==> src/assert_macros.svh <==
// Assertion macros shared by the RTL files that check their own logic.
// No dependencies; each macro expects clk and rst_n in scope.
`ifndef ASSERT_MACROS_SVH
`define ASSERT_MACROS_SVH

// Same-cycle implication, disabled during reset.
`define CHK_SAME(lbl, ante, cons, msg) \
    lbl: assert property (@(posedge clk) disable iff (!rst_n) (ante) |-> (cons)) else $error(msg);

// Next-cycle implication, disabled during reset.
`define CHK_NEXT(lbl, ante, cons, msg) \
    lbl: assert property (@(posedge clk) disable iff (!rst_n) (ante) |=> (cons)) else $error(msg);

`endif

==> src/pcxrle_pkg.sv <==
// Types, constants and run-closing helper for the PCX-style RLE encoder.
// No dependencies; used by every module of the block.
package pcxrle_pkg;

    localparam int QUEUE_DEPTH = 2;

    localparam logic REG_RUN_MODE   = 1'b0;
    localparam logic REG_HEADER_LEN = 1'b1;

    localparam int HDR_W = 10;
    localparam int LEN_W = 7;

    // One accepted item's worth of output bytes, byte 0 first.
    typedef struct packed {
        logic [3:0][7:0] data;
        logic [1:0]      last_idx;
        logic            last;
    } grp_t;

    typedef struct packed {
        logic [1:0]  n;
        logic [15:0] word;
    } close_t;

    function automatic logic [7:0] mode_base(input logic [1:0] mode);
        logic [7:0] b;
        case (mode)
            2'd0:    b = 8'd192;
            2'd1:    b = 8'd224;
            2'd2:    b = 8'd240;
            default: b = 8'd248;
        endcase
        return b;
    endfunction

    function automatic logic [LEN_W-1:0] mode_max(input logic [1:0] mode);
        logic [LEN_W-1:0] m;
        case (mode)
            2'd0:    m = 7'd64;
            2'd1:    m = 7'd32;
            2'd2:    m = 7'd16;
            default: m = 7'd8;
        endcase
        return m;
    endfunction

    // Bytes emitted when a run of len copies of val closes.
    function automatic close_t close_run(input logic [LEN_W-1:0] len,
                                         input logic [7:0] val,
                                         input logic [7:0] base);
        close_t c;
        c.n    = 2'd0;
        c.word = 16'd0;
        if (len >= 7'd2) begin
            c.n    = 2'd2;
            c.word = {val, 8'(base + {1'b0, len} - 8'd1)};
        end
        else if (len == 7'd1) begin
            if (val < base) begin
                c.n    = 2'd1;
                c.word = {8'd0, val};
            end
            else begin
                c.n    = 2'd2;
                c.word = {val, base};
            end
        end
        return c;
    endfunction

endpackage

==> src/pcxrle_front.sv <==
// Front end: accepts input items, tracks header and run state, and
// builds each item's output group. Depends on pcxrle_pkg.
module pcxrle_front (
    input  logic                          clk,
    input  logic                          rst_n,
    input  logic [1:0]                    run_mode,
    input  logic [pcxrle_pkg::HDR_W-1:0]  header_len,
    input  logic                          accept,
    input  logic [7:0]                    in_byte,
    input  logic                          in_last,
    output logic                          grp_valid,
    output pcxrle_pkg::grp_t              grp
);

    logic [pcxrle_pkg::HDR_W-1:0] pos_reg,  pos_next;
    logic [7:0]                   held_reg, held_next;
    logic [pcxrle_pkg::LEN_W-1:0] len_reg,  len_next;

    logic [7:0]                   base;
    logic                         in_hdr;
    logic                         extend;
    logic [pcxrle_pkg::LEN_W-1:0] run_len;
    logic [7:0]                   run_val;
    pcxrle_pkg::close_t           close_a;
    pcxrle_pkg::close_t           close_b;
    logic [2:0]                   total;
    logic [31:0]                  word;

    always_comb
    begin
        base    = pcxrle_pkg::mode_base(run_mode);
        in_hdr  = pos_reg < header_len;
        extend  = (len_reg != '0) && (in_byte == held_reg)
                  && (len_reg < pcxrle_pkg::mode_max(run_mode));
        run_len = extend ? len_reg + 7'd1 : 7'd1;
        run_val = extend ? held_reg : in_byte;

        close_a = pcxrle_pkg::close_run(extend ? '0 : len_reg, held_reg, base);
        close_b = pcxrle_pkg::close_run(in_last ? run_len : '0, run_val, base);

        if (in_hdr) begin
            total = 3'd1;
            word  = {24'd0, in_byte};
        end
        else begin
            total = {1'b0, close_a.n} + {1'b0, close_b.n};
            word  = {16'd0, close_a.word}
                    | ({16'd0, close_b.word} << {close_a.n, 3'b000});
        end

        grp.data     = word;
        grp.last_idx = 2'(total - 3'd1);
        grp.last     = in_last;
        grp_valid    = accept && (total != 3'd0);

        pos_next  = pos_reg;
        held_next = held_reg;
        len_next  = len_reg;
        if (accept) begin
            if (in_last) begin
                pos_next  = '0;
                held_next = '0;
                len_next  = '0;
            end
            else if (in_hdr) begin
                pos_next = pos_reg + 10'd1;
            end
            else begin
                held_next = run_val;
                len_next  = run_len;
            end
        end
    end

    always_ff @(posedge clk or negedge rst_n)
    begin
        if (!rst_n) begin
            pos_reg  <= '0;
            held_reg <= '0;
            len_reg  <= '0;
        end
        else begin
            pos_reg  <= pos_next;
            held_reg <= held_next;
            len_reg  <= len_next;
        end
    end

endmodule

==> src/pcxrle_queue.sv <==
// Short queue of output groups between the front and back ends.
// Depends on pcxrle_pkg for the group type.
module pcxrle_queue #(
    parameter int DEPTH = pcxrle_pkg::QUEUE_DEPTH
) (
    input  logic              clk,
    input  logic              rst_n,
    input  logic              wr_en,
    input  pcxrle_pkg::grp_t  wr_grp,
    output logic              q_full,
    input  logic              rd_en,
    output pcxrle_pkg::grp_t  rd_grp,
    output logic              q_empty
);

    localparam int PTR_W = (DEPTH > 1) ? $clog2(DEPTH) : 1;
    localparam int CNT_W = $clog2(DEPTH + 1);

    pcxrle_pkg::grp_t  slot_reg [DEPTH];
    logic [PTR_W-1:0]  wr_ptr_reg, wr_ptr_next;
    logic [PTR_W-1:0]  rd_ptr_reg, rd_ptr_next;
    logic [CNT_W-1:0]  cnt_reg,    cnt_next;
    logic              do_wr, do_rd;

    always_comb
    begin
        q_full  = cnt_reg == CNT_W'(DEPTH);
        q_empty = cnt_reg == '0;
        do_wr   = wr_en && !q_full;
        do_rd   = rd_en && !q_empty;
        rd_grp  = slot_reg[rd_ptr_reg];

        wr_ptr_next = wr_ptr_reg;
        rd_ptr_next = rd_ptr_reg;
        if (do_wr) begin
            wr_ptr_next = (wr_ptr_reg == PTR_W'(DEPTH - 1)) ? '0 : wr_ptr_reg + 1'b1;
        end
        if (do_rd) begin
            rd_ptr_next = (rd_ptr_reg == PTR_W'(DEPTH - 1)) ? '0 : rd_ptr_reg + 1'b1;
        end
        cnt_next = cnt_reg + CNT_W'(do_wr) - CNT_W'(do_rd);
    end

    always_ff @(posedge clk or negedge rst_n)
    begin
        if (!rst_n) begin
            wr_ptr_reg <= '0;
            rd_ptr_reg <= '0;
            cnt_reg    <= '0;
        end
        else begin
            wr_ptr_reg <= wr_ptr_next;
            rd_ptr_reg <= rd_ptr_next;
            cnt_reg    <= cnt_next;
        end
    end

    always_ff @(posedge clk)
    begin
        if (do_wr) begin
            slot_reg[wr_ptr_reg] <= wr_grp;
        end
    end

endmodule

==> src/pcxrle_back.sv <==
// Back end: walks the head group of the queue one byte per pop.
// Depends on pcxrle_pkg for the group type.
module pcxrle_back (
    input  logic              clk,
    input  logic              rst_n,
    input  pcxrle_pkg::grp_t  head,
    input  logic              q_empty,
    output logic              q_rd,
    output logic              empty,
    input  logic              pop,
    output logic [7:0]        out_byte,
    output logic              group_last,
    output logic              stream_end
);

    logic [1:0] idx_reg, idx_next;
    logic       take;

    always_comb
    begin
        empty      = q_empty;
        out_byte   = head.data[idx_reg];
        group_last = idx_reg == head.last_idx;
        stream_end = group_last && head.last;
        take       = pop && !q_empty;
        q_rd       = take && group_last;

        idx_next = idx_reg;
        if (take) begin
            idx_next = group_last ? 2'd0 : idx_reg + 2'd1;
        end
    end

    always_ff @(posedge clk or negedge rst_n)
    begin
        if (!rst_n) begin
            idx_reg <= '0;
        end
        else begin
            idx_reg <= idx_next;
        end
    end

endmodule

==> src/pcx_style_rle_encoder_top.sv <==
// Top level of the PCX-style RLE encoder: config registers, front, queue, back.
// Depends on pcxrle_pkg, pcxrle_front, pcxrle_queue, pcxrle_back, assert_macros.svh.
//
//  channel   direction  handshake                 payload
//  input     in         push / full               in_byte, in_last
//  result    out        empty / pop               out_byte, group_last, stream_end
//  config    in/out     psel, penable, pwrite     paddr, pwdata, prdata, pready
//
// An item is taken whenever push is high and the group queue has room; it is
// classified as it is taken and its 0 to 4 bytes land in the queue.
// The back end sends one byte per cycle while pop is high and the queue holds
// a group, so the bytes of each item leave one at a time on the single output port.
// Reset clears run state, queue and registers at once; no clearing pass.
// A stalled result side fills the queue (QUEUE_DEPTH groups) and then raises full.
`include "assert_macros.svh"

module pcx_style_rle_encoder_top #(
    parameter int QUEUE_DEPTH = pcxrle_pkg::QUEUE_DEPTH
) (
    input  logic        clk,
    input  logic        rst_n,
    input  logic        psel,
    input  logic        penable,
    input  logic        pwrite,
    input  logic [2:0]  paddr,
    input  logic [31:0] pwdata,
    output logic [31:0] prdata,
    output logic        pready,
    input  logic        push,
    output logic        full,
    input  logic [7:0]  in_byte,
    input  logic        in_last,
    output logic        empty,
    input  logic        pop,
    output logic [7:0]  out_byte,
    output logic        group_last,
    output logic        stream_end
);

    logic [1:0]                   run_mode_reg, run_mode_next;
    logic [pcxrle_pkg::HDR_W-1:0] header_len_reg, header_len_next;
    logic                         cfg_wr;
    logic                         accept;
    logic                         grp_valid;
    pcxrle_pkg::grp_t             grp;
    pcxrle_pkg::grp_t             head;
    logic                         q_full;
    logic                         q_empty;
    logic                         q_rd;

    always_comb
    begin
        pready          = 1'b1;
        cfg_wr          = psel && penable && pwrite;
        run_mode_next   = run_mode_reg;
        header_len_next = header_len_reg;
        prdata          = '0;
        unique case (paddr[2])
            pcxrle_pkg::REG_RUN_MODE:
            begin
                prdata = {30'd0, run_mode_reg};
                if (cfg_wr) begin
                    run_mode_next = pwdata[1:0];
                end
            end
            pcxrle_pkg::REG_HEADER_LEN:
            begin
                prdata = {22'd0, header_len_reg};
                if (cfg_wr) begin
                    header_len_next = pwdata[pcxrle_pkg::HDR_W-1:0];
                end
            end
            default:
            begin
                prdata = '0;
            end
        endcase
    end

    always_ff @(posedge clk or negedge rst_n)
    begin
        if (!rst_n) begin
            run_mode_reg   <= '0;
            header_len_reg <= '0;
        end
        else begin
            run_mode_reg   <= run_mode_next;
            header_len_reg <= header_len_next;
        end
    end

    assign full   = q_full;
    assign accept = push && !q_full;

    pcxrle_front u_front (
        .clk        (clk),
        .rst_n      (rst_n),
        .run_mode   (run_mode_reg),
        .header_len (header_len_reg),
        .accept     (accept),
        .in_byte    (in_byte),
        .in_last    (in_last),
        .grp_valid  (grp_valid),
        .grp        (grp)
    );

    pcxrle_queue #(
        .DEPTH (QUEUE_DEPTH)
    ) u_queue (
        .clk     (clk),
        .rst_n   (rst_n),
        .wr_en   (grp_valid),
        .wr_grp  (grp),
        .q_full  (q_full),
        .rd_en   (q_rd),
        .rd_grp  (head),
        .q_empty (q_empty)
    );

    pcxrle_back u_back (
        .clk        (clk),
        .rst_n      (rst_n),
        .head       (head),
        .q_empty    (q_empty),
        .q_rd       (q_rd),
        .empty      (empty),
        .pop        (pop),
        .out_byte   (out_byte),
        .group_last (group_last),
        .stream_end (stream_end)
    );

    // A last item always yields at least one byte.
    `CHK_NEXT(a_last_gives_item, push && !full && in_last, !empty, "last item produced no result")
    `CHK_SAME(a_full_not_empty, full, !empty, "queue full and empty together")
    `CHK_SAME(a_end_closes_group, !empty && stream_end, group_last, "stream end inside a group")

endmodule
==> config.mk <==
export PLATFORM = sky130hd
export DESIGN_NAME = pcx_style_rle_encoder_top
export DESIGN_NICKNAME = d
export VERILOG_FILES = /design/src/pcxrle_pkg.sv /design/src/pcxrle_front.sv /design/src/pcxrle_queue.sv /design/src/pcxrle_back.sv /design/src/pcx_style_rle_encoder_top.sv
export VERILOG_INCLUDE_DIRS = /design/src /design/src/src
export SDC_FILE = /design/constraint.sdc
export NUM_CORES = 1
export LEC_CHECK = 0
export BUFFER_PORTS_ARGS = -buffer_cell sky130_fd_sc_hd__buf_2
export CAP_MARGIN = 20
export CORE_MARGIN = 5
export CORE_UTILIZATION = 45
export CTS_CLUSTER_SIZE = 14
export DETAILED_ROUTE_END_ITERATION = 10
export PLACE_DENSITY = 0.66
export SLEW_MARGIN = 10
export SYNTH_ARGS = -nofsm -noshare
export SYNTH_HDL_FRONTEND = slang
export SYNTH_SLANG_ARGS = --single-unit
==> constraint.sdc <==
create_clock -name clk -period 8.7 [get_ports clk]
set_input_delay 1.74 -clock clk [delete_from_list [all_inputs] [get_ports clk]]
set_output_delay 1.74 -clock clk [all_outputs]
set_load 0.005 [all_outputs]
Yosys cells after proc, flatten, opt, wreduce, memory -nomap -nowiden
Memories as Yosys holds them, arrays and structs flattened. Index checks and enable logic that the tools add are counted.

Flip-flop bits (word level): 43. Memory bits (writable): 70. Output and inout bits: 45. Memories: 1. Word-level logic and storage cells: 91.

$lt $le $gt $ge: 7. Bitwise gates (word level): 2. Shifts and indexed selects: 1. Add/sub/neg operators: 13. Mux-type cells: 28. Equal/unequal tests: 8. Reduce and logical (&&, ||, !) cells: 22.

Memory list: u_queue.slot_reg (depth 2, width 35, read ports 1, clocked after memory_dff 0, write ports 1, line pcxrle_queue.sv:19) `pcxrle_pkg::grp_t slot_reg [DEPTH];`.

Operators by type and width (number): 2-to-1 mux 18 bit (6); case mux 32 bit (2 select lines) (1); 2-to-1 mux 7 bit (5); 2-to-1 mux 32 bit (1); 2-to-1 mux 8 bit (4); bitwise OR 16 x 32 -> 32 bit (1); << shifter 16 x 5 -> 32 bit (1); case mux 7 bit (3 select lines) (1); 2-to-1 mux 10 bit (2); case mux 6 bit (3 select lines) (1); adder 8 x 7 -> 8 bit (2); binary-select mux 8 bit (select 2 bit) (1); less-than comparator 8 bit (2); subtractor 8 x 1 -> 8 bit (second input constant) (2); equality test 7 x 1 -> 1 bit (second input constant) (2); greater-or-equal comparator 7 x 2 -> 1 bit (second input constant) (2); logical AND 1 bit (11); adder 10 x 1 -> 10 bit (second input constant) (1); less-than comparator 10 bit (1); equality test 8 bit (1); AND reduction 2 bit (4); adder 7 x 1 -> 7 bit (second input constant) (1); less-than comparator 7 bit (1); nonzero test 7 bit (1); other kinds (19) (26).

Depth between registers and ports, before layout
Word-level depth: 16. Depth in mapped cells: 26.

Hierarchy
A second synthesis with hierarchy kept.

Cells, all modules: 726. Area, all modules: 7845.0 um^2.

Modules (own cells, without submodules): pcxrle_front (cells each 509, area an instance 3871.2 um^2, times used 1); pcxrle_queue (cells each 127, area an instance 2876.5 um^2, times used 1); pcx_style_rle_encoder_top (cells each 63, area an instance 729.4 um^2, times used 1); pcxrle_back (cells each 27, area an instance 367.9 um^2, times used 1).

Worst setup path before layout
Ideal clock, no wire load.

Path kind: input to register. Start: input port in_byte[1]. End: memory u_queue.slot_reg[0][0] in the netlist's numbering (enable). Stages: 19. Path buffers: 1. Slack: 1793 ps. Arrival: 6480 ps. Path through: clkbuf_1 xnor2_1 nand4_2 nor3_2 nand2_1 o21ai_0 ha_1 inv_1 o41ai_2 o41a_4 nor3_4 ha_1 inv_1 fa_1 nand2b_1 ha_1 o21ai_0 nand2_1 nor2_1.

Longest elaborated chain between the ends: 15. Elaborated cells between the ends (all ways): 24. Those cells by class: add/sub (1); order compare (3); eq/ne (3); mux (12); reduce/logical (5).

RTL lines: start, declared (line pcx_style_rle_encoder_top.sv:31) `input logic [7:0] in_byte,`; equality test 8 bit (line pcxrle_front.sv:33) `extend = (len_reg != '0) && (in_byte == held_reg)`; logical AND 1 bit (line pcxrle_front.sv:33); logical AND 1 bit (line pcxrle_front.sv:34) `&& (len_reg < pcxrle_pkg::mode_max(run_mode));`; 2-to-1 mux 8 bit or 2-to-1 mux 7 bit (tied branches) (line pcxrle_front.sv:36, pcxrle_front.sv:35); less-than comparator 8 bit or 2-to-1 mux 7 bit (tied branches) (line pcxrle_pkg.sv:59, pcxrle_front.sv:39); 2-to-1 mux 18 bit or equality test 7 x 1 -> 1 bit (tied branches) (line pcxrle_pkg.sv:59, pcxrle_pkg.sv:58); 2-to-1 mux 18 bit (line pcxrle_pkg.sv:58) `else if (len == 7'd1) begin`; 2-to-1 mux 18 bit (line pcxrle_pkg.sv:54) `if (len >= 7'd2) begin`; adder 2 x 2 -> 3 bit (*) (line pcxrle_front.sv:46) `total = {1'b0, close_a.n} + {1'b0, close_b.n};`; 2-to-1 mux 3 bit (*) (line pcxrle_front.sv:41) `if (in_hdr) begin`; nonzero test 3 bit (*) (line pcxrle_front.sv:54) `grp_valid = accept && (total != 3'd0);`; logical AND 1 bit (*) (line pcxrle_front.sv:54); logical AND 1 bit (*) (line pcxrle_queue.sv:29) `do_wr = wr_en && !q_full;`; 2-to-1 mux 1 bit (*) (line pcxrle_queue.sv:60) `if (do_wr) begin`; 2-to-1 mux 1 bit (not written as such) (*) (line pcxrle_queue.sv:61) `slot_reg[wr_ptr_reg] <= wr_grp;`; end, declared (line pcxrle_queue.sv:19).

Every way passes the cells marked *; elsewhere a longest branch is shown, timed or not.

Final worst setup path
Start: input port in_byte[0]. End: memory u_queue.slot_reg[0][33] in the netlist's numbering (enable).

Same word-level chain as after synthesis.

==> key figures <==
Global route
  – Vias in the first global route: 5466
  – Global-route wire length before repair: around 28000 µm
  – Largest net degree at the start of global routing: 44
  – Tot GR Track Use: 17.8%
  – Congestion Overflow GR: 0
  – Initial antenna violation count: 0

Clock network
  – Hold_buf cts: 0
  – Worst-Skew Late Latency: 0.42 ns
  – Maximum clock path buffer count: 2
  – CTS H-tree lvls: 4
  – Reg clk slew, reported paths: around 0.05 ns
  – Postcts setup bufs: 0
  – CTS tree: built
  – Clock Tree Root: clkbuf_16
  – Post_cts resized: 0
  – Sink Count: around 110
  – CTS buffer count: 17

Power and ir drop
  – Pint: around 1.5 mW
  – P per Cell Area: approximately 270 nW/µm²
  – Power share of the sequential group: ~37%
  – Worst VDD drop: around 0.00014 V
  – Sw Pwr: ~0.76 mW
  – Clock power frac: between 20 and 30%
  – Comb power frac: roughly 34%
  – Switching part of the total: between 30% and 40%
  – Leak: 3.42 nW

Worst setup path
  – Worst reg2reg path depth: 21
  – WP buf/inv: 4
  – Reg2reg end: u_queue.slot_reg[0][33]
  – Delay-heaviest family, CP: simple AND/OR/NAND/NOR gates
  – Slowest stage delay, CP: between 0.4 and 0.5 ns
  – Crit path kind: input port to flop
  – Crit Path Max Fanout: 35
  – FF-to-FF Start: run_mode_reg[1]
  – CP Data Required Time: 8.76 ns
  – Crit-path cells: buf_2 > xnor2_1 > nand3_1 > nor3_2 > nand2_1 > o21ai_0 > ha_1 > inv_1 > o41ai_2 > o41a_4 > nor3_4 > ha_1 > inv_1 > fa_1 > nand2b_1 > ha_1 > o21ai_0 > nand2_1 > nor2_2 > buf_4
  – Worst EP arrival: around 6.3 ns
  – Reg2Reg Setup Slack: between 2 and 3 ns
  – Worst path slowest cell: nor3_2
  – Critical Path End Type: flop
  – Most used cell, CP: ha_1
  – Startpoint types: input port

Die
  – Core footprint: 16300 µm²
  – IO Count: 96
  – Initial Util: 45.4%
  – Die area: 19200 µm²
  – Die Span Y: 138 µm
  – Chip width: around 140 µm
  – Cell row count: 47

Logic synthesis
  – Syn Inst Count: around 690
  – Top post-synthesis cells by count: edfxtp_1, inv_1, nand2_1, dfrtp_1, ha_1
  – Most frequent cell after synthesis: edfxtp_1
  – Syn Area/Cell: ~11 µm²
  – EDFF count, synth: 70
  – Cell taking the most area after synthesis: edfxtp_1
  – Yosys cell types: 87
  – #FFs+latches synth: roughly 110
  – Synth area leaders: edfxtp_1, dfrtp_1, ha_1
  – Top cell type's share of synthesized area: 28.3%
  – Sequential share of the synthesized area: between 40% and 50%
  – Synth Flop Type: edfxtp_1
  – Post-Syn Area: 7420 µm²
  – Synth async-reset ratio: about two fifths
  – Yosys warns: 0

Timing
  – Fin crit period: 6.24 ns
  – Finish-stage setup viols: 0
  – Worst-margin pin slew: between 0.8 and 0.9 ns
  – Period Utilization, post-route: between 70 and 80%
  – Worst hold slack: 0.513 ns
  – Setup_tns: 0 ns
  – RSZ-0062 raised after global routing: no
  – Fmax: 160 MHz
  – Max Slew Vio Count: 0
  – Worst relative slew slack: roughly 40%
  – Layout Skew: between 0.01 and 0.015 ns
  – Final hold viol count: 0

Place
  – I/O Buffers: 48
  – GPL Wtd Cong: about 0.95
  – Hpwl dp: roughly 12000 µm

Drt
  – Routed vias/inst: about 5.6
  – Vias: roughly 5400
  – Detailed-router iteration count before antenna repair: 5
  – Routed Antenna Nets: 0
  – Initial DRC count: approximately 320
  – DRT Wirelength: roughly 17000 µm
  – WL per Instance: ~18 µm
  – Residual DRC: 0

Layout
  – Share of layout cells above drive strength 1: 20.0%
  – Ant. Diodes: 0
  – Max reg flops: 70
  – Nets@finish: ~830
  – Synth-to-layout area growth: 11.7%

Min path
  – Hold WC Path Type: flop to flop
  – WHS Endpoint: u_queue.wr_ptr_reg
  – Hold_sp: u_queue.wr_ptr_reg
  – Hold depth: 1

Run
  – MaxCap Viol Count: 0

Outcome
  – Outcome: finished, final reports clean
per-layer routing:
layer | part of all wire [%] | up-vias | track usage [%]
met4 | 2.7 | 0 | 7.38
met2 | 48 | 177 | 28.6
met3 | 5.6 | 35 | 4.87
met5 | 0 | - | 0
met1 | 44 | 2583 | 22.8
li1 | - | 2591 | -
cells by family after synthesis:
logic type	synth area share [%]
AO/OA/AOI/OAI	17.7
flip-flops	42.8
AND/OR/NAND/NOR	11.5
other	0.101
adder cells (fa/ha/maj)	8.06
buffers and inverters	7.12
multiplexers	9.29
XOR/XNOR	3.42
layout by cell type, fill, tap and decap left out, types with 6 or more instances in the layout:
master,n
conb_1,23
nor2_1,41
nand2_1,46
o21ai_0,35
inv_1,49
nand3_1,8
a21o_1,9
buf_2,48
mux2i_1,7
ha_1,43
a22oi_1,6
xnor2_1,19
and2_1,10
o211ai_1,6
a31oi_1,12
mux2_2,23
o21a_1,7
nand2b_1,11
a22o_1,6
a21oi_1,42
and3_1,10
edfxtp_1,70
clkbuf_16,17
xor2_1,10
mux4_2,16
a211oi_1,8
dfrtp_1,43
nor3_1,10
power by group through the flow:
| stage | logic, mW | clock network (mW) | registers (mW) |
|---|---|---|---|
| after floorplan | 0.585 | 0 | 0.783 |
| after global placement | 0.727 | 0 | 0.827 |
| after detailed placement | 0.751 | 0 | 0.837 |
| after CTS | 0.762 | 0.653 | 0.828 |
| after global routing | 0.842 | 0.676 | 0.844 |
| final | 0.755 | 0.640 | 0.826 |
area by class of cell:
| type | instances | area, µm² |
|---|---|---|
| Clock buffer | 19 | 433 |
| Clock inverter | 13 | 114 |
| Fill cell | 1511 | 8060 |
| Inverter | 50 | 190 |
| Multi-Input combinational cell | 492 | 3790 |
| Sequential cell | 113 | 3180 |
| Tap cell | 220 | 275 |
| Timing Repair Buffer | 54 | 305 |
worst reg2reg max path: cells and delay by family (launching register included):
kind                     cells  cell delay (ns)
AO/OA/AOI/OAI                6             1.38
adder cells (fa/ha/maj)      5             1.49
buffers and inverters        3             0.54
flip-flops                   1             0.52
AND/OR/NAND/NOR              7             1.53
stage by stage:
stage | utilization (%) | cells | cell area [µm²] | power, mW | setup slack [ns]
CTS | 50.5 | 960 | 8260 | 2.24 | 2.52
finish | 50.7 | 961 | 8290 | 2.22 | 2.46
global placement | 47.2 | 928 | 7710 | 1.55 | 2.20
global route | 50.7 | 961 | 8290 | 2.36 | 2.13
floorplan | - | 713 | 7500 | 1.37 | 1.79
detailed placement | 47.2 | 928 | 7710 | 1.59 | 2.09
how the worst max path moves through the flow:
stage	from	to	slack, ns	cells after the start
after floorplan	in_byte[1]	u_queue.slot_reg[0][0]	1.79	19
after global placement	in_byte[0]	u_queue.slot_reg[0][18]	2.20	20
after detailed placement	in_byte[0]	u_queue.slot_reg[0][18]	2.09	20
after CTS	in_byte[0]	u_queue.slot_reg[0][34]	2.52	20
after global routing	in_byte[0]	u_queue.slot_reg[0][10]	2.13	20
final	in_byte[0]	u_queue.slot_reg[0][33]	2.46	20
(Power assumes the default switching activity.)
